<file path="src/hdl/ppm_frame_generator_assert.svh">
// ----------------------------------------------------------------------------
// PPM frame generator assertion macros
// Shared property forms for the concurrent checks of the generator.
// ----------------------------------------------------------------------------
`ifndef PPM_FRAME_GENERATOR_ASSERT_SVH
`define PPM_FRAME_GENERATOR_ASSERT_SVH

// Same-cycle implication, off while reset is high.
`define PPM_ASSERT_HOLDS(name, clk, rst, cond, expr, msg) \
   name: assert property (@(posedge clk) disable iff (rst) (cond) |-> (expr)) \
      else $error(msg);

// Next-cycle implication, off while reset is high.
`define PPM_ASSERT_NEXT(name, clk, rst, cond, expr, msg) \
   name: assert property (@(posedge clk) disable iff (rst) (cond) |=> (expr)) \
      else $error(msg);

`endif

</file>
<file path="src/hdl/ppm_pkg.sv">
// ----------------------------------------------------------------------------
// PPM frame generator package
// Defaults, register indexes, codes and types of the generator.
// ----------------------------------------------------------------------------
package ppm_pkg;

   localparam int MAX_CHANNELS_DEF = 16;
   localparam int VALUE_BITS_DEF   = 12;
   localparam int TIME_BITS_DEF    = 16;

   localparam int CENTER_VALUE = 1500;

   // Field widths fixed by the register map and the item layout
   localparam int CSR_INDEX_BITS = 3;
   localparam int CSR_DATA_BITS  = 16;
   localparam int COUNT_BITS     = 5;
   localparam int SYNC_BITS      = 10;
   localparam int FTIME_BITS     = 16;
   localparam int LIMIT_BITS     = 12;
   localparam int INDEX_BITS     = 4;

   localparam logic [COUNT_BITS-1:0] COUNT_RESET      = 5'd8;
   localparam logic [SYNC_BITS-1:0]  SYNC_RESET       = 10'd300;
   localparam logic [FTIME_BITS-1:0] FRAME_SYNC_RESET = 16'd4000;
   localparam logic [FTIME_BITS-1:0] FRAME_LEN_RESET  = 16'd22500;
   localparam logic                  INVERT_RESET     = 1'b0;
   localparam logic [LIMIT_BITS-1:0] MIN_RESET        = 12'd988;
   localparam logic [LIMIT_BITS-1:0] MAX_RESET        = 12'd2012;

   typedef enum logic [CSR_INDEX_BITS-1:0] {
      CSR_CHANNEL_COUNT    = 3'd0,
      CSR_SYNC_WIDTH       = 3'd1,
      CSR_FRAME_SYNC_WIDTH = 3'd2,
      CSR_FRAME_LENGTH     = 3'd3,
      CSR_INVERT_OUTPUT    = 3'd4,
      CSR_MIN_VALUE        = 3'd5,
      CSR_MAX_VALUE        = 3'd6
   } csr_index_type;

   typedef enum logic {
      OP_TICK = 1'b0,
      OP_SET  = 1'b1
   } op_type;

   typedef enum logic [1:0] {
      ST_IDLE = 2'd0,
      ST_PRE  = 2'd1,
      ST_POST = 2'd2
   } seq_state_type;

   typedef struct packed {
      logic ppm_level;
      logic frame_start;
      logic set_accepted;
   } result_type;

endpackage

</file>
<file path="src/hdl/ppm_ram.sv">
// ----------------------------------------------------------------------------
// PPM generic RAM
// Simple dual-port RAM, one write and one registered read port.
// ----------------------------------------------------------------------------
module ppm_ram #(
   parameter int WIDTH = 12,
   parameter int DEPTH = 32,
   localparam int ADDR_W = (DEPTH > 1) ? $clog2(DEPTH) : 1
) (
   input  logic              clock,
   input  logic              wr_en,
   input  logic [ADDR_W-1:0] wr_addr,
   input  logic [WIDTH-1:0]  wr_data,
   input  logic              rd_en,
   input  logic [ADDR_W-1:0] rd_addr,
   output logic [WIDTH-1:0]  rd_data
);

   logic [WIDTH-1:0] mem_ff [DEPTH];
   logic [WIDTH-1:0] rd_data_ff;

   always_ff @(posedge clock) begin
      if (wr_en) begin
         mem_ff[wr_addr] <= wr_data;
      end
      // hold the last read word while idle
      if (rd_en) begin
         rd_data_ff <= mem_ff[rd_addr];
      end
   end

   assign rd_data = rd_data_ff;

endmodule

</file>
<file path="src/hdl/ppm_frame_generator.sv">
// ----------------------------------------------------------------------------
// PPM frame generator
// Results are registered to rsp once the item completes: a plain item
// completes in its accept cycle, a tick once it has entered its segments
// (the segment step logic enters one segment a cycle, channel store read
// one segment ahead). Throughput: one item per cycle when req_stall is low.
// Reset: config to defaults, frame timing to zero, channels read 1500.
// ----------------------------------------------------------------------------
`include "ppm_frame_generator_assert.svh"

module ppm_frame_generator #(
   parameter int MAX_CHANNELS = ppm_pkg::MAX_CHANNELS_DEF,
   parameter int VALUE_BITS   = ppm_pkg::VALUE_BITS_DEF,
   parameter int TIME_BITS    = ppm_pkg::TIME_BITS_DEF
) (
   input  logic                                clock,
   input  logic                                reset,
   input  logic                                req_valid,
   output logic                                req_stall,
   input  logic                                req_operation,
   input  logic [ppm_pkg::INDEX_BITS-1:0]      req_channel_index,
   input  logic [VALUE_BITS-1:0]               req_channel_value,
   output logic                                rsp_valid,
   input  logic                                rsp_stall,
   output logic                                rsp_ppm_level,
   output logic                                rsp_frame_start,
   output logic                                rsp_set_accepted,
   input  logic                                csr_write,
   input  logic [ppm_pkg::CSR_INDEX_BITS-1:0]  csr_index,
   input  logic [ppm_pkg::CSR_DATA_BITS-1:0]   csr_wdata
);

   localparam int CH_W     = (MAX_CHANNELS > 1) ? $clog2(MAX_CHANNELS) : 1;
   localparam int CH_DEPTH = 1 << CH_W;
   localparam int SEG_W    = $clog2(2 * MAX_CHANNELS + 3);
   localparam int CNT_W    = $clog2(MAX_CHANNELS + 1);
   localparam int WIDE_W   = ((TIME_BITS > ppm_pkg::FTIME_BITS) ?
                              TIME_BITS : ppm_pkg::FTIME_BITS) + 1;
   localparam int IDX_W    = (CNT_W > ppm_pkg::INDEX_BITS) ? CNT_W : ppm_pkg::INDEX_BITS;
   localparam int LIM_W    = (VALUE_BITS > ppm_pkg::LIMIT_BITS) ?
                             VALUE_BITS : ppm_pkg::LIMIT_BITS;
   localparam int DV_W     = (VALUE_BITS > ppm_pkg::SYNC_BITS) ?
                             VALUE_BITS : ppm_pkg::SYNC_BITS;

   localparam logic [WIDE_W-1:0]     TIME_MAX_WIDE = WIDE_W'((1 << TIME_BITS) - 1);
   localparam logic [VALUE_BITS-1:0] CENTER_WORD   = VALUE_BITS'(ppm_pkg::CENTER_VALUE);

   function automatic logic [TIME_BITS-1:0] sat_time(input logic [WIDE_W-1:0] v);
      return (v > TIME_MAX_WIDE) ? TIME_MAX_WIDE[TIME_BITS-1:0] : v[TIME_BITS-1:0];
   endfunction

   // Configuration registers
   logic [ppm_pkg::COUNT_BITS-1:0] cc_ff;
   logic [ppm_pkg::SYNC_BITS-1:0]  sw_ff;
   logic [ppm_pkg::FTIME_BITS-1:0] fsw_ff;
   logic [ppm_pkg::FTIME_BITS-1:0] fl_ff;
   logic                           inv_ff;
   logic [ppm_pkg::LIMIT_BITS-1:0] minv_ff;
   logic [ppm_pkg::LIMIT_BITS-1:0] maxv_ff;

   // Frame timing
   ppm_pkg::seq_state_type state_ff, state_in;
   logic [TIME_BITS-1:0]   ft_ff, ft_in;
   logic [SEG_W-1:0]       si_ff, si_in;
   logic [TIME_BITS-1:0]   se_ff, se_in;
   logic                   lvl_ff, lvl_in;
   logic                   started_ff, started_in;

   // Channel store slot bookkeeping: two slots per channel
   logic [CH_DEPTH-1:0]      pend_slot_ff, pend_slot_in;
   logic [CH_DEPTH-1:0]      act_slot_ff, act_slot_in;
   logic [1:0][CH_DEPTH-1:0] vld_ff, vld_in;
   logic                     rd_vld_ff, rd_vld_in;

   // Result buffer
   logic                   out_valid_ff, out_valid_in;
   ppm_pkg::result_type    out_ff, out_in;
   logic                   skd_valid_ff, skd_valid_in;
   ppm_pkg::result_type    skd_ff, skd_in;

   // Combinational
   logic                   req_acc, tick_acc, set_acc, set_ok, start_c;
   logic [CNT_W-1:0]       eff_n;
   logic [SEG_W-1:0]       last_seg, si_nx;
   logic [TIME_BITS-1:0]   se_a, ft_inc, se_nx, se_sum, se_pad;
   logic                   si_lt_last, ge_now, ge_inc, enter_go, emit;
   logic [VALUE_BITS-1:0]  val_cur;
   logic [DV_W-1:0]        val_ext, sw_ext, ch_len;
   logic [WIDE_W-1:0]      add_len;
   logic [CH_W-1:0]        ch_nx, ch_wr;
   logic                   wr_slot;
   ppm_pkg::result_type    res_c;
   logic                   ram_wr_en, ram_rd_en;
   logic [CH_W:0]          ram_wr_addr, ram_rd_addr;
   logic [VALUE_BITS-1:0]  ram_rd_data;
   logic                   pop;

   ppm_ram #(
      .WIDTH (VALUE_BITS),
      .DEPTH (2 * CH_DEPTH)
   ) u_store (
      .clock   (clock),
      .wr_en   (ram_wr_en),
      .wr_addr (ram_wr_addr),
      .wr_data (req_channel_value),
      .rd_en   (ram_rd_en),
      .rd_addr (ram_rd_addr),
      .rd_data (ram_rd_data)
   );

   // Configuration port
   always_ff @(posedge clock) begin
      if (reset) begin
         cc_ff   <= ppm_pkg::COUNT_RESET;
         sw_ff   <= ppm_pkg::SYNC_RESET;
         fsw_ff  <= ppm_pkg::FRAME_SYNC_RESET;
         fl_ff   <= ppm_pkg::FRAME_LEN_RESET;
         inv_ff  <= ppm_pkg::INVERT_RESET;
         minv_ff <= ppm_pkg::MIN_RESET;
         maxv_ff <= ppm_pkg::MAX_RESET;
      end else if (csr_write) begin
         unique case (csr_index)
            ppm_pkg::CSR_CHANNEL_COUNT:    cc_ff   <= csr_wdata[ppm_pkg::COUNT_BITS-1:0];
            ppm_pkg::CSR_SYNC_WIDTH:       sw_ff   <= csr_wdata[ppm_pkg::SYNC_BITS-1:0];
            ppm_pkg::CSR_FRAME_SYNC_WIDTH: fsw_ff  <= csr_wdata[ppm_pkg::FTIME_BITS-1:0];
            ppm_pkg::CSR_FRAME_LENGTH:     fl_ff   <= csr_wdata[ppm_pkg::FTIME_BITS-1:0];
            ppm_pkg::CSR_INVERT_OUTPUT:    inv_ff  <= csr_wdata[0];
            ppm_pkg::CSR_MIN_VALUE:        minv_ff <= csr_wdata[ppm_pkg::LIMIT_BITS-1:0];
            ppm_pkg::CSR_MAX_VALUE:        maxv_ff <= csr_wdata[ppm_pkg::LIMIT_BITS-1:0];
            default: begin
            end
         endcase
      end
   end

   // Handshake and decode
   assign req_stall = (state_ff != ppm_pkg::ST_IDLE) || skd_valid_ff;
   assign req_acc   = req_valid && !req_stall;
   assign tick_acc  = req_acc && (req_operation == ppm_pkg::OP_TICK);
   assign set_acc   = req_acc && (req_operation == ppm_pkg::OP_SET);

   assign eff_n    = (32'(cc_ff) > MAX_CHANNELS) ? CNT_W'(MAX_CHANNELS) : CNT_W'(cc_ff);
   assign last_seg = SEG_W'({eff_n, 1'b0}) + SEG_W'(2);

   assign set_ok = (IDX_W'(req_channel_index) < IDX_W'(eff_n))
                   && (LIM_W'(req_channel_value) >= LIM_W'(minv_ff))
                   && (LIM_W'(req_channel_value) <= LIM_W'(maxv_ff));

   // Segment timing compares
   assign start_c    = (state_ff == ppm_pkg::ST_IDLE) && (ft_ff == '0) && (si_ff == '0);
   assign se_a       = start_c ? sat_time(WIDE_W'(fsw_ff)) : se_ff;
   assign ft_inc     = sat_time(WIDE_W'(ft_ff) + WIDE_W'(1));
   assign si_lt_last = si_ff < last_seg;
   assign ge_now     = ft_ff >= se_a;
   assign ge_inc     = ft_inc >= se_a;

   // Next segment: length from sync width, channel value or padding target
   assign si_nx   = si_ff + SEG_W'(1);
   assign val_cur = rd_vld_ff ? ram_rd_data : CENTER_WORD;
   assign val_ext = DV_W'(val_cur);
   assign sw_ext  = DV_W'(sw_ff);
   assign ch_len  = (val_ext > sw_ext) ? (val_ext - sw_ext) : '0;
   assign add_len = si_nx[0] ? WIDE_W'(sw_ff) : WIDE_W'(ch_len);
   assign se_sum  = sat_time(WIDE_W'(se_a) + add_len);
   assign se_pad  = (WIDE_W'(fl_ff) >= WIDE_W'(se_a)) ? sat_time(WIDE_W'(fl_ff)) : se_a;
   assign se_nx   = (si_nx == last_seg) ? se_pad : se_sum;

   // Segment sequencer
   always_comb begin
      state_in   = state_ff;
      ft_in      = ft_ff;
      si_in      = si_ff;
      se_in      = se_ff;
      lvl_in     = lvl_ff;
      started_in = started_ff;
      enter_go   = 1'b0;
      emit       = 1'b0;
      res_c      = '{ppm_level: lvl_ff, frame_start: 1'b0, set_accepted: 1'b0};
      unique case (state_ff)
         ppm_pkg::ST_IDLE: begin
            if (tick_acc) begin
               started_in = start_c;
               se_in      = se_a;
               if (ge_now && si_lt_last) begin
                  enter_go = 1'b1;
                  state_in = ppm_pkg::ST_PRE;
               end else begin
                  lvl_in = si_ff[0] ^ inv_ff;
                  ft_in  = ft_inc;
                  if (ge_inc && si_lt_last) begin
                     enter_go = 1'b1;
                     state_in = ppm_pkg::ST_POST;
                  end else begin
                     emit = 1'b1;
                     if (!si_lt_last && ge_inc) begin
                        ft_in = '0;
                        si_in = '0;
                        se_in = '0;
                     end
                  end
               end
            end else if (set_acc) begin
               emit = 1'b1;
               res_c.set_accepted = set_ok;
            end
         end
         ppm_pkg::ST_PRE: begin
            if (ge_now && si_lt_last) begin
               enter_go = 1'b1;
            end else begin
               lvl_in = si_ff[0] ^ inv_ff;
               ft_in  = ft_inc;
               if (ge_inc && si_lt_last) begin
                  enter_go = 1'b1;
                  state_in = ppm_pkg::ST_POST;
               end else begin
                  emit     = 1'b1;
                  state_in = ppm_pkg::ST_IDLE;
                  if (!si_lt_last && ge_inc) begin
                     ft_in = '0;
                     si_in = '0;
                     se_in = '0;
                  end
               end
            end
         end
         ppm_pkg::ST_POST: begin
            if (ge_now && si_lt_last) begin
               enter_go = 1'b1;
            end else begin
               emit     = 1'b1;
               state_in = ppm_pkg::ST_IDLE;
               if (!si_lt_last && ge_now) begin
                  ft_in = '0;
                  si_in = '0;
                  se_in = '0;
               end
            end
         end
         default: begin
            state_in = ppm_pkg::ST_IDLE;
         end
      endcase
      if (enter_go) begin
         si_in = si_nx;
         se_in = se_nx;
      end
      if (emit && !set_acc) begin
         res_c.ppm_level   = lvl_in;
         res_c.frame_start = started_in;
      end
   end

   always_ff @(posedge clock) begin
      if (reset) begin
         state_ff <= ppm_pkg::ST_IDLE;
      end else begin
         state_ff <= state_in;
      end
   end

   // Channel store: sets go to the slot that is not active, frame start
   // makes the pending slots active
   assign ch_wr       = CH_W'(req_channel_index);
   assign wr_slot     = (pend_slot_ff[ch_wr] == act_slot_ff[ch_wr]) ?
                        !act_slot_ff[ch_wr] : pend_slot_ff[ch_wr];
   assign ram_wr_en   = set_acc && set_ok;
   assign ram_wr_addr = {wr_slot, ch_wr};

   // Fetch the value of the channel segment that follows an entered sync
   assign ch_nx       = CH_W'(si_nx[SEG_W-1:1]);
   assign act_slot_in = (tick_acc && start_c) ? pend_slot_ff : act_slot_ff;
   assign ram_rd_en   = enter_go && si_nx[0];
   assign ram_rd_addr = {act_slot_in[ch_nx], ch_nx};
   assign rd_vld_in   = ram_rd_en ? vld_ff[act_slot_in[ch_nx]][ch_nx] : rd_vld_ff;

   always_comb begin
      pend_slot_in = pend_slot_ff;
      vld_in       = vld_ff;
      if (ram_wr_en) begin
         pend_slot_in[ch_wr]     = wr_slot;
         vld_in[wr_slot][ch_wr]  = 1'b1;
      end
   end

   // Result buffer with skid stage
   assign pop = out_valid_ff && !rsp_stall;

   always_comb begin
      out_valid_in = out_valid_ff;
      out_in       = out_ff;
      skd_valid_in = skd_valid_ff;
      skd_in       = skd_ff;
      if (pop || !out_valid_ff) begin
         if (skd_valid_ff) begin
            out_valid_in = 1'b1;
            out_in       = skd_ff;
            skd_valid_in = emit;
            skd_in       = res_c;
         end else begin
            out_valid_in = emit;
            out_in       = res_c;
         end
      end else if (emit) begin
         skd_valid_in = 1'b1;
         skd_in       = res_c;
      end
   end

   always_ff @(posedge clock) begin
      if (reset) begin
         ft_ff        <= '0;
         si_ff        <= '0;
         se_ff        <= '0;
         lvl_ff       <= ppm_pkg::INVERT_RESET;
         started_ff   <= 1'b0;
         pend_slot_ff <= '0;
         act_slot_ff  <= '0;
         vld_ff       <= '0;
         rd_vld_ff    <= 1'b0;
         out_valid_ff <= 1'b0;
         skd_valid_ff <= 1'b0;
      end else begin
         ft_ff        <= ft_in;
         si_ff        <= si_in;
         se_ff        <= se_in;
         lvl_ff       <= lvl_in;
         started_ff   <= started_in;
         pend_slot_ff <= pend_slot_in;
         act_slot_ff  <= act_slot_in;
         vld_ff       <= vld_in;
         rd_vld_ff    <= rd_vld_in;
         out_valid_ff <= out_valid_in;
         skd_valid_ff <= skd_valid_in;
      end
   end

   always_ff @(posedge clock) begin
      out_ff <= out_in;
      skd_ff <= skd_in;
   end

   assign rsp_valid        = out_valid_ff;
   assign rsp_ppm_level    = out_ff.ppm_level;
   assign rsp_frame_start  = out_ff.frame_start;
   assign rsp_set_accepted = out_ff.set_accepted;

   `PPM_ASSERT_HOLDS(skid_behind_out, clock, reset, skd_valid_ff, out_valid_ff, "skid full while output empty")
   `PPM_ASSERT_HOLDS(busy_skid_empty, clock, reset, state_ff != ppm_pkg::ST_IDLE, !skd_valid_ff, "skid full during a multi-cycle tick")
   `PPM_ASSERT_NEXT(start_takes_pending, clock, reset, tick_acc && start_c, act_slot_ff == pend_slot_ff, "frame start did not take pending slots")
   `PPM_ASSERT_HOLDS(store_ports_apart, clock, reset, ram_wr_en, !ram_rd_en, "channel store written and read in one cycle")

endmodule

</file>
<file path="config.mk">
export PLATFORM = sky130hd
export DESIGN_NAME = ppm_frame_generator
export DESIGN_NICKNAME = d
export VERILOG_FILES = /design/src/hdl/ppm_pkg.sv /design/src/hdl/ppm_ram.sv /design/src/hdl/ppm_frame_generator.sv
export VERILOG_INCLUDE_DIRS = /design/src /design/src/hdl
export SDC_FILE = /design/constraint.sdc
export NUM_CORES = 1
export LEC_CHECK = 0
export ABC_CLOCK_PERIOD_IN_PS = 7930
export BUFFER_PORTS_ARGS = -buffer_cell sky130_fd_sc_hd__buf_4
export CORE_MARGIN = 2
export CORE_UTILIZATION = 24
export DETAILED_ROUTE_END_ITERATION = 12
export PLACE_DENSITY = 0.48
export SLEW_MARGIN = 20
export SYNTH_ARGS = -nofsm -noshare
export SYNTH_HDL_FRONTEND = slang
export SYNTH_SLANG_ARGS = --single-unit
</file>
<file path="constraint.sdc">
create_clock -name clock -period 7.93 [get_ports clock]
set_input_delay 0.3965 -clock clock [delete_from_list [all_inputs] [get_ports clock]]
set_output_delay 0.3965 -clock clock [all_outputs]
set_load 0.05 [all_outputs]
</file>
==> impl_metrics.py, run 1 <==
metrics = {
    "synth": {
        "yosysTopAreaCell": "edfxtp_1",
        "syn_inst": 2230,
        "synth_nets": 2385,
        "syn_area_um2": 27500,
        "synth-edff-count": 402,
        "yosysWarnings": 0,
        "ys_async_sr_fraction": 0,
        "yosys_register_bits": 583,
        "synth.avg_cell_area_um2": 12.3,
        "yosysSeqAreaShare": 0.570,
        "ys_types": 74,
        "synthTopCellsByArea": "edfxtp_1, dfxtp_1, mux4_2",
        "synth_top_area_frac": 0.438,
        "synthFlopType": "edfxtp_1",
    },
    "worst_setup_path": {
        "cp-start-kind": "register",
        "cp_data_arrival_time_ps": 7110,
        "worstSetupEndpointType": "register",
        "crit_type": "register to register",
        "cp_max_fo": 23,
        "crit_required_ps": 8480,
    },
    "detailed_routing": {
        "routed.top_layer": "met5",
        "vias_per_cell": 4.80,
        "detail-route-antenna-nets": 0,
        "drtIter0Drc": 1558,
        "via_count": 18300,
        "drt-total-wl_um": 76900,
        "wl_met3_um": 3860,
        "first_pass_iters": 5,
        "post_drt_wl_per_cell_um": 20.2,
        "met2_length_um": 36100,
        "drc_errors": 0,
        "m1WireLength_um": 35500,
    },
    "floorplan": {
        "die_area_um2": 117000,
        "die_w_um": 343,
        "start_util": 0.241,
        "core_um2": 114000,
        "pin_count": 46,
        "std_cell_rows": 124,
        "die-height_um": 343,
    },
    "min_path": {
        "hold_class": "input port to register",
    },
    "power_and_ir_drop": {
        "ir_drop_uv": 176,
        "power.density_nw_per_um2": 218,
        "p_leak_nw": 10.7,
    },
    "cells_and_area": {
        "num_antenna_cells": 0,
        "syn_to_final_growth_pct": 15.4,
        "seq_area_um2": 15700,
        "design_area_um2": 31800,
        "drive_above_1_share": 0.157,
        "nFillCells": 11600,
        "num-nets-final": 2411,
        "multiInputGateArea_um2": 11200,
    },
    "sta": {
        "grt_setup_unrepaired": "no",
        "fin_setup_tns_ps": 0,
        "layout_setup_ws_ps": 1370,
        "finalCritPeriodShare": 0.827,
        "post-route-min-period_ps": 6560,
        "drv_slew": 0,
        "slew_headroom": 0.277,
        "hold_viol_final": 0,
        "fmax_mhz": 152,
        "setup_violations": 0,
        "tightest_slew_ps": 1080,
        "final.setup_skew_ps": 51.4,
    },
    "global_route": {
        "grt-ovfl-total": 0,
        "track_usage": 0.129,
        "grt_first_pass_wirelength_um": 116000,
        "antenna_found_initial": 8,
        "grt_pass1_vias": 18300,
        "grt_max_degree": 93,
    },
    "clock_network": {
        "root_buffer": "clkbuf_16",
        "clockBufferDepth": 3,
        "cts_resized": 0,
        "numCtsBuffers": 60,
        "cts.sinks": 583,
        "clock_insertion_delay_worst_skew_ps": 670,
        "clkTransAtPathRegs_ps": 70,
        "cts_tree": "built",
        "cts_max_level": 2,
    },
    "placement": {
        "preCtsSetupSlack_ps": 1480,
        "io_buffers": 45,
        "place_area_um2": 29800,
        "hpwl_um": 51600,
        "place_congestion": 0.844,
    },
    "flow_run": {
        "drv_cap": 0,
    },
    "status": {
        "run_status": "complete, no violations",
    },
}
cell families (layout without fill, tap and decap cells):
family	Yosys count	after routing	share of synthesized area
mux	205	205	0.125
buf+inv	210	285	0.0297
fa+ha+maj	115	115	0.0527
flops	583	583	0.570
simple gates	683	683	0.118
xor+xnor	39	39	0.0124
compound gates	395	395	0.0919
final timing paths:
kind	from	cells past startpoint	slack, ps	to
worst max register to register	si_ff[0]$_SDFFE_PP0P_	16	1370	ft_ff[12]$_SDFFE_PP0P_
worst min register to register	sw_ff[7]$_SDFFE_PP0P_	2	460	sw_ff[7]$_SDFFE_PP0P_
worst max-delay path	si_ff[0]$_SDFFE_PP0P_	16	1370	ft_ff[12]$_SDFFE_PP0P_
worst min-delay path	csr_wdata[15]	3	40	fsw_ff[15]$_SDFFE_PP0P_
layout make-up:
class | count | area share
clock buffer | 80 | 0.0517
clock inverter | 31 | 0.0109
inverter | 79 | 0.00933
multi-input combinational | 1437 | 0.352
sequential | 583 | 0.494
tap | 1512 | 0.0595
timing repair buffer | 95 | 0.0227
what timing repair did:
item,CTS,global route
hold endpoints to repair,2,0
hold buffers,2,0
setup endpoints to repair,0,0
setup buffers,0,0
state kept, by name, indices dropped and copies added (netlist names), 2 cells and up:
register         cells
act_slot_ff         16
cc_ff                5
fl_ff               16
fsw_ff              16
ft_ff               16
maxv_ff             12
minv_ff             12
pend_slot_ff        16
se_ff               16
si_ff                6
skd_ff               3
state_ff             2
sw_ff               10
u_store.mem_ff     384
u_store.rd_data     12
vld_ff              32
where the power goes:
part | switching [mW] | internal, mW
Clock | 1.24 | 1.62
Combinational | 0.470 | 0.269
Sequential | 0.0271 | 3.29
Total | 1.74 | 5.18
metal layers:
metal / global-route usage / up-vias
met5: 0 / -
met3: 0.0217 / 107
li1: - / 8451
met1: 0.178 / 9256
met2: 0.212 / 487
met4: 0.0278 / 10
placed cells by master (no fill, tap or decap), types with 33 or more instances in the layout:
cell	n
nand2_1	278
clkbuf_16	61
a21oi_1	122
buf_4	92
nand2b_1	33
inv_1	79
o21ai_0	80
mux2i_1	68
nand3b_1	40
ha_1	111
nand3_1	36
nor2_1	129
edfxtp_1	402
dfxtp_1	181
mux4_2	107
critical path: stages, from the launching register on:
cell and delay (ps):
dfxtp_1 540, inv_1 460, ha_4 200, nand3b_1 150, or2_1 320, nor2_2 710
mux2i_1 820, ha_1 390, nor2b_1 140, o21ai_0 130, o21ai_0 140, a211oi_1 590
nor2_1 240, or3_1 710, nor2_1 540, o21ai_0 200, a21oi_1 180
metrics by stage:
stage          utilization  hold slack (ps)  instances  power [mW]
3_3_place_gp         0.261              444       3704        4.09
2_1_floorplan            -              432       2230        3.87
4_1_cts              0.279             5.74       3817        6.99
5_1_grt              0.279             28.9       3817        7.19
3_5_place_dp         0.261              452       3704        4.12
6_report             0.279             42.1       3817        6.92
Yosys cell counts (all sizes together), types with 21 or more instances:
| cell | number |
|---|---|
| edfxtp | 402 |
| nand2 | 278 |
| dfxtp | 181 |
| nor2 | 131 |
| a21oi | 124 |
| ha | 112 |
| clkbuf | 110 |
| mux4 | 108 |
| o21ai | 82 |
| inv | 79 |
| mux2i | 68 |
| nor3 | 45 |
| nand3b | 40 |
| nand3 | 36 |
| nand2b | 33 |
| a41oi | 30 |
| a311oi | 29 |
| mux2 | 29 |
| a31oi | 28 |
| xnor2 | 28 |
| a21o | 25 |
| and3 | 23 |
| nand4 | 22 |
| buf | 21 |
Power figures use the tool's default switching activity.
==> run 2: changes to the inputs <==
ABC_AREA = 1   (was not set)
ABC_CLOCK_PERIOD_IN_PS = 5800   (was 7930)
PLACE_DENSITY = 0.49   (was 0.48)
clock period = 5.8 ns   (was 7.93 ns; I/O delays follow)
==> impl_metrics.py, run 2 <==
metrics = {
    "worst_setup_path": {
        "r2r_cells": 29,
        "cp_data_arrival_time_ps": 5790,
        "reg2reg_slack_ps": 560,
        "r2r_start": "rd_vld_ff$_SDFFE_PP0P_",
        "crit_slowest_cell": "dfxtp_1",
        "max_stage_delay_ps": 450,
        "r2r-end": "se_ff[11]$_SDFFE_PP0P_",
        "cpMostUsedCell": "nor2_1",
        "crit_required_ps": 6350,
        "cp_max_fo": 12,
        "crit_type": "register to register",
        "cp-start-kind": "register",
        "worstSetupEndpointType": "register",
    },
    "global_route": {
        "track_usage": 0.142,
        "grt_first_pass_wirelength_um": 128000,
        "grt-ovfl-total": 0,
        "grt_pass1_vias": 19900,
        "grt_max_degree": 137,
        "antenna_found_initial": 5,
    },
    "clock_network": {
        "clockBufferDepth": 3,
        "clkTransAtPathRegs_ps": 60,
        "cts_max_level": 2,
        "clock_insertion_delay_worst_skew_ps": 700,
        "cts_tree": "built",
        "numCtsBuffers": 61,
        "cts.sinks": 583,
        "root_buffer": "clkbuf_16",
    },
    "sta": {
        "drv_slew": 0,
        "tightest_slew_ps": 1020,
        "finalCritPeriodShare": 0.903,
        "hold_ws_ps": 41.1,
        "setup_violations": 0,
        "fmax_mhz": 191,
        "grt_setup_unrepaired": "no",
        "final.setup_skew_ps": 89.1,
        "slew_headroom": 0.323,
        "post-route-min-period_ps": 5240,
        "hold_viol_final": 0,
    },
    "power_and_ir_drop": {
        "fin_total_pwr_mw": 12.3,
        "ir_drop_uv": 261,
        "power.density_nw_per_um2": 381,
        "p_leak_nw": 12.7,
    },
    "synth": {
        "syn_area_um2": 27700,
        "ys_types": 54,
        "synth_top_area_frac": 0.436,
        "yosysWarnings": 0,
        "syn_inst": 2982,
        "yosys_register_bits": 583,
        "synth-edff-count": 402,
        "synthTopCellsByCount": "nand2_1, edfxtp_1, nor2_1",
        "synthTopCellsByArea": "edfxtp_1, dfxtp_1, nand2_1",
        "synthFlopType": "edfxtp_1",
        "synth_nets": 3137,
        "synth.most_common_cell": "nand2_1",
        "yosysTopAreaCell": "edfxtp_1",
        "yosysSeqAreaShare": 0.567,
        "ys_async_sr_fraction": 0,
        "synth.avg_cell_area_um2": 9.29,
    },
    "floorplan": {
        "pin_count": 46,
        "die_w_um": 344,
        "core_um2": 114000,
        "start_util": 0.242,
        "std_cell_rows": 124,
        "die-height_um": 344,
        "die_area_um2": 118000,
    },
    "cells_and_area": {
        "final_cell_mix": "nand2_1, edfxtp_1, a21oi_1",
        "final_core_util": 0.283,
        "design_area_um2": 32300,
        "num_antenna_cells": 0,
        "syn_to_final_growth_pct": 16.7,
        "largest_register_ffs": 384,
        "drive_above_1_share": 0.0892,
        "largestRegisters": "u_store.mem_ff (384), vld_ff (32)",
        "regMostFlops": "u_store.mem_ff",
        "final_common_cell": "nand2_1",
        "num-nets-final": 3197,
    },
    "placement": {
        "hpwl_um": 53800,
        "io_buffers": 45,
        "place_area_um2": 29900,
        "place_congestion": 0.862,
    },
    "detailed_routing": {
        "first_pass_iters": 5,
        "drc_errors": 0,
        "via_count": 20900,
        "post_drt_wl_per_cell_um": 18.5,
        "detail-route-antenna-nets": 0,
        "drtIter0Drc": 1527,
        "drt-total-wl_um": 85400,
        "vias_per_cell": 4.55,
    },
    "status": {
        "run_status": "complete, no violations",
    },
    "min_path": {
        "hold_class": "input port to register",
        "hold_start": "csr_wdata[0]",
        "worstHoldEndpoint": "minv_ff[0]$_SDFFE_PP0P_",
        "holdPathStages": 3,
    },
    "flow_run": {
        "drv_cap": 0,
    },
}
run 2: cell count changes in the layout (fill, tap and decap cells not counted), moves of 29 or more:
| cell | previous run | this run |
|---|---|---|
| nand2_1 | 278 | 838 |
| a21oi_1 | 122 | 245 |
| nand3_1 | 36 | 124 |
| a41oi_1 | 30 | 0 |
| nand2b_1 | 33 | 0 |
| mux4_2 | 107 | 0 |
| mux2_2 | 29 | 0 |
| a211oi_1 | 8 | 44 |
| inv_1 | 79 | 224 |
| nand3b_1 | 40 | 2 |
| mux2i_1 | 68 | 0 |
| o21ai_0 | 80 | 156 |
| nor2_1 | 129 | 243 |
run 2: final cells by class:
type                            count  area, um^2
Fill cell                       12000       82000
Sequential cell                   583       15700
Multi-Input combinational cell   2026       10600
Tap cell                         1512        1890
Clock buffer                       90        1770
Timing Repair Buffer              135        1100
Inverter                          235         898
Clock inverter                     25         329
run 2: worst max-delay path by stage:
| stage | startpoint | slack (ps) | endpoint | depth (start not counted) |
|---|---|---|---|---|
| 3_3_place_gp | ft_ff[1]$_SDFFE_PP0P_ | 80 | se_ff[13]$_SDFFE_PP0P_ | 37 |
| 4_1_cts | ft_ff[1]$_SDFFE_PP0P_ | 100 | u_store.rd_data[11]$_DFFE_PP_ | 33 |
| 6_report | rd_vld_ff$_SDFFE_PP0P_ | 560 | se_ff[11]$_SDFFE_PP0P_ | 29 |
| 2_1_floorplan | ft_ff[1]$_SDFFE_PP0P_ | 1210 | u_store.rd_data[0]$_DFFE_PP_ | 34 |
| 3_5_place_dp | ft_ff[1]$_SDFFE_PP0P_ | -20 | se_ff[8]$_SDFFE_PP0P_ | 37 |
| 5_1_grt | ft_ff[1]$_SDFFE_PP0P_ | 30 | si_ff[0]$_SDFFE_PP0P_ | 36 |
run 2: power by group:
group	total [mW]	internal [mW]	switching, mW
Combinational	3.47	1.11	2.36
Clock	4.10	2.35	1.75
Sequential	4.73	4.64	0.0917
run 2: logic make-up (layout without fill, tap and decap cells):
family	count (synthesis)	in the layout	synth area share
AND/OR/NAND/NOR	1283	1283	0.190
AO/OA/AOI/OAI	591	591	0.126
flip-flops	583	583	0.567
buffers and inverters	373	485	0.0527
adder cells (fa/ha/maj)	114	114	0.0521
XOR/XNOR	38	38	0.0120
run 2: layer usage:
layer  vias to the layer above  global-route usage  part of all wire
met2                       492               0.228              0.46
li1                      10300                   -                 -
met1                      9987               0.199              0.47
met5                         -                   0           0.00062
met3                       115              0.0229             0.053
met4                        10              0.0357             0.023
run 2: through the flow:
stage / std cells / setup TNS, ps / worst slack, ps
global placement: 4464 / 0 / 83.1
global route: 4606 / 0 / 27.6
detailed placement: 4464 / -58.3 / -24.7
finish: 4606 / 0 / 562
floorplan: 2982 / 0 / 1210
CTS: 4599 / 0 / 104
run 2: timing repair:
action	CTS	global route
gates resized for setup	1	7
gates cloned	0	0
setup buffers	0	7
endpoints found under the setup margin	16	36
pin swaps	0	1
hold endpoints to repair	56	0
hold buffers	20	0
run 2: critical path: cells and delay by family, from the launching register on:
kind,cells,cell delay [ps]
simple gates,13,1640
xor+xnor,1,210
buf+inv,2,260
flops,1,450
fa+ha+maj,2,740
compound gates,11,1890
==> run 3: changes to the inputs <==
CORE_UTILIZATION = 55   (was 24)
PLACE_DENSITY = 0.84   (was 0.49)
TNS_END_PERCENT = 100   (was not set)
==> impl_metrics.py, run 3 (synthesis gave the netlist of run 2 again) <==
metrics = {
    "cells_and_area": {
        "num-nets-final": 3177,
        "largest_register_ffs": 384,
        "final_common_cell": "nand2_1",
        "num_antenna_cells": 0,
        "largestRegisters": "u_store.mem_ff (384), vld_ff (32)",
        "final_core_util": 0.620,
        "final_cell_mix": "nand2_1, edfxtp_1, a21oi_1",
        "syn_to_final_growth_pct": 11.9,
        "drive_above_1_share": 0.0814,
        "regMostFlops": "u_store.mem_ff",
    },
    "worst_setup_path": {
        "crit_type": "register to register",
        "cp-start-kind": "register",
        "crit_slowest_cell": "dfxtp_1",
        "crit_required_ps": 6300,
        "cpMostUsedCell": "nand2_1",
        "cp_data_arrival_time_ps": 5820,
        "max_stage_delay_ps": 390,
        "r2r_cells": 38,
        "r2r_start": "ft_ff[0]$_SDFFE_PP0P_",
        "worstSetupEndpointType": "register",
        "reg2reg_slack_ps": 480,
        "cp_max_fo": 15,
        "r2r-end": "se_ff[4]$_SDFFE_PP0P_",
    },
    "clock_network": {
        "root_buffer": "clkbuf_16",
        "cts_max_level": 2,
        "numCtsBuffers": 59,
        "cts_tree": "built",
        "cts.sinks": 583,
        "clockBufferDepth": 3,
        "clkTransAtPathRegs_ps": 70,
        "clock_insertion_delay_worst_skew_ps": 650,
    },
    "detailed_routing": {
        "first_pass_iters": 8,
        "detail-route-antenna-nets": 0,
        "post_drt_wl_per_cell_um": 19.6,
        "drtIter0Drc": 2498,
        "via_count": 22000,
        "drc_errors": 0,
        "vias_per_cell": 5.87,
        "drt-total-wl_um": 73300,
    },
    "global_route": {
        "track_usage": 0.278,
        "antenna_found_initial": 0,
        "grt_first_pass_wirelength_um": 115000,
        "grt_max_degree": 125,
        "grt_pass1_vias": 21200,
        "grt-ovfl-total": 0,
    },
    "flow_run": {
        "drv_cap": 0,
    },
    "power_and_ir_drop": {
        "seqPwrFrac": 0.397,
        "p_leak_nw": 12.5,
        "pwr-share-clk": 0.327,
        "power.density_nw_per_um2": 385,
        "internal-power_mw": 7.92,
        "ir_drop_uv": 335,
        "pwr-share-comb": 0.276,
        "switching_share": 0.336,
        "p_switching_mw": 4.01,
        "fin_total_pwr_mw": 11.9,
    },
    "floorplan": {
        "std_cell_rows": 82,
        "die_w_um": 228,
        "die_area_um2": 52200,
        "die-height_um": 228,
        "start_util": 0.554,
        "pin_count": 46,
        "core_um2": 50000,
    },
    "sta": {
        "hold_viol_final": 0,
        "tightest_slew_ps": 1040,
        "final.setup_skew_ps": 52.1,
        "fin_setup_tns_ps": 0,
        "hold_ws_ps": 56.8,
        "drv_slew": 0,
        "post-route-min-period_ps": 5320,
        "slew_headroom": 0.300,
        "fmax_mhz": 188,
        "setup_violations": 0,
        "finalCritPeriodShare": 0.917,
    },
    "status": {
        "run_status": "complete, no violations",
    },
    "placement": {
        "place_congestion": 0.926,
        "io_buffers": 45,
        "hpwl_um": 45500,
    },
    "min_path": {
        "hold_start": "req_channel_value[0]",
        "holdPathStages": 1,
        "worstHoldEndpoint": "u_store.mem_ff[25][0]$_DFFE_PP_",
        "hold_class": "input port to register",
    },
}
==> run 3: changes by cell type in the layout (fill, tap and decap cells not counted), sizes merged <==
cell         before  now
clkinvlp          3    4
clkbuf           90   74
buf             115   96
bufinv            5    7
inv             231  234
dlygate4sd3      20   21
clkinv           21   25
==> run 3: power by group through the flow <==
stage               logic (mW)  registers [mW]  clock network, mW
CTS                       3.14            4.74               3.92
finish                    3.29            4.74               3.90
floorplan                 2.25            4.83                  0
detailed placement        3.10            4.82                  0
global placement          3.06            4.82                  0
global route              3.68            4.75               4.07
==> run 3: metal layers <==
metal | track usage | part of all wire
met1 | 0.365 | 0.39
met2 | 0.464 | 0.48
met3 | 0.0424 | 0.094
met4 | 0.112 | 0.035
met5 | 0 | 0
==> run 3: worst max-delay path, delay by kind of cell, from the launching register on <==
| family | cells | cell delay, ps |
|---|---|---|
| buffers and inverters | 4 | 660 |
| AND/OR/NAND/NOR | 28 | 3040 |
| flip-flops | 1 | 390 |
| XOR/XNOR | 1 | 160 |
| adder cells (fa/ha/maj) | 2 | 350 |
| AO/OA/AOI/OAI | 3 | 550 |
==> run 3: cell type report <==
cell class | instances | area [um^2]
inverter | 235 | 892
fill | 3848 | 19000
clock buffer | 74 | 1570
timing repair buffer | 117 | 956
sequential | 583 | 15700
multi-input combinational | 2026 | 10600
tap | 672 | 841
clock inverter | 35 | 417
==> run 3: per-stage QoR <==
step | setup slack (ps) | cell area (um^2) | cells
2_1_floorplan | 1210 | 27700 | 2982
3_3_place_gp | 220 | 28700 | 3607
3_5_place_dp | 149 | 28700 | 3607
4_1_cts | 84.9 | 30900 | 3737
5_1_grt | -60.3 | 31000 | 3742
6_report | 480 | 31000 | 3742
==> run 3: how the worst max path moves through the flow <==
| stage | start | slack, ps | cells after the start | to |
|---|---|---|---|---|
| after detailed placement | ft_ff[1]$_SDFFE_PP0P_ | 150 | 37 | se_ff[5]$_SDFFE_PP0P_ |
| after global placement | ft_ff[1]$_SDFFE_PP0P_ | 220 | 37 | se_ff[2]$_SDFFE_PP0P_ |
| after global routing | ft_ff[0]$_SDFFE_PP0P_ | -60 | 38 | se_ff[7]$_SDFFE_PP0P_ |
| after CTS | ft_ff[1]$_SDFFE_PP0P_ | 80 | 37 | se_ff[4]$_SDFFE_PP0P_ |
| after floorplan | ft_ff[1]$_SDFFE_PP0P_ | 1210 | 34 | u_store.rd_data[0]$_DFFE_PP_ |
| final | ft_ff[0]$_SDFFE_PP0P_ | 480 | 38 | se_ff[4]$_SDFFE_PP0P_ |
==> run 3: what timing repair did <==
| item | 4_1_cts | 5_1_grt |
|---|---|---|
| setup buffers | 0 | 5 |
| endpoints found under the hold margin | 52 | 0 |
| hold buffers | 21 | 0 |
| setup endpoints to repair | 0 | 16 |
| gates resized for setup | 0 | 6 |
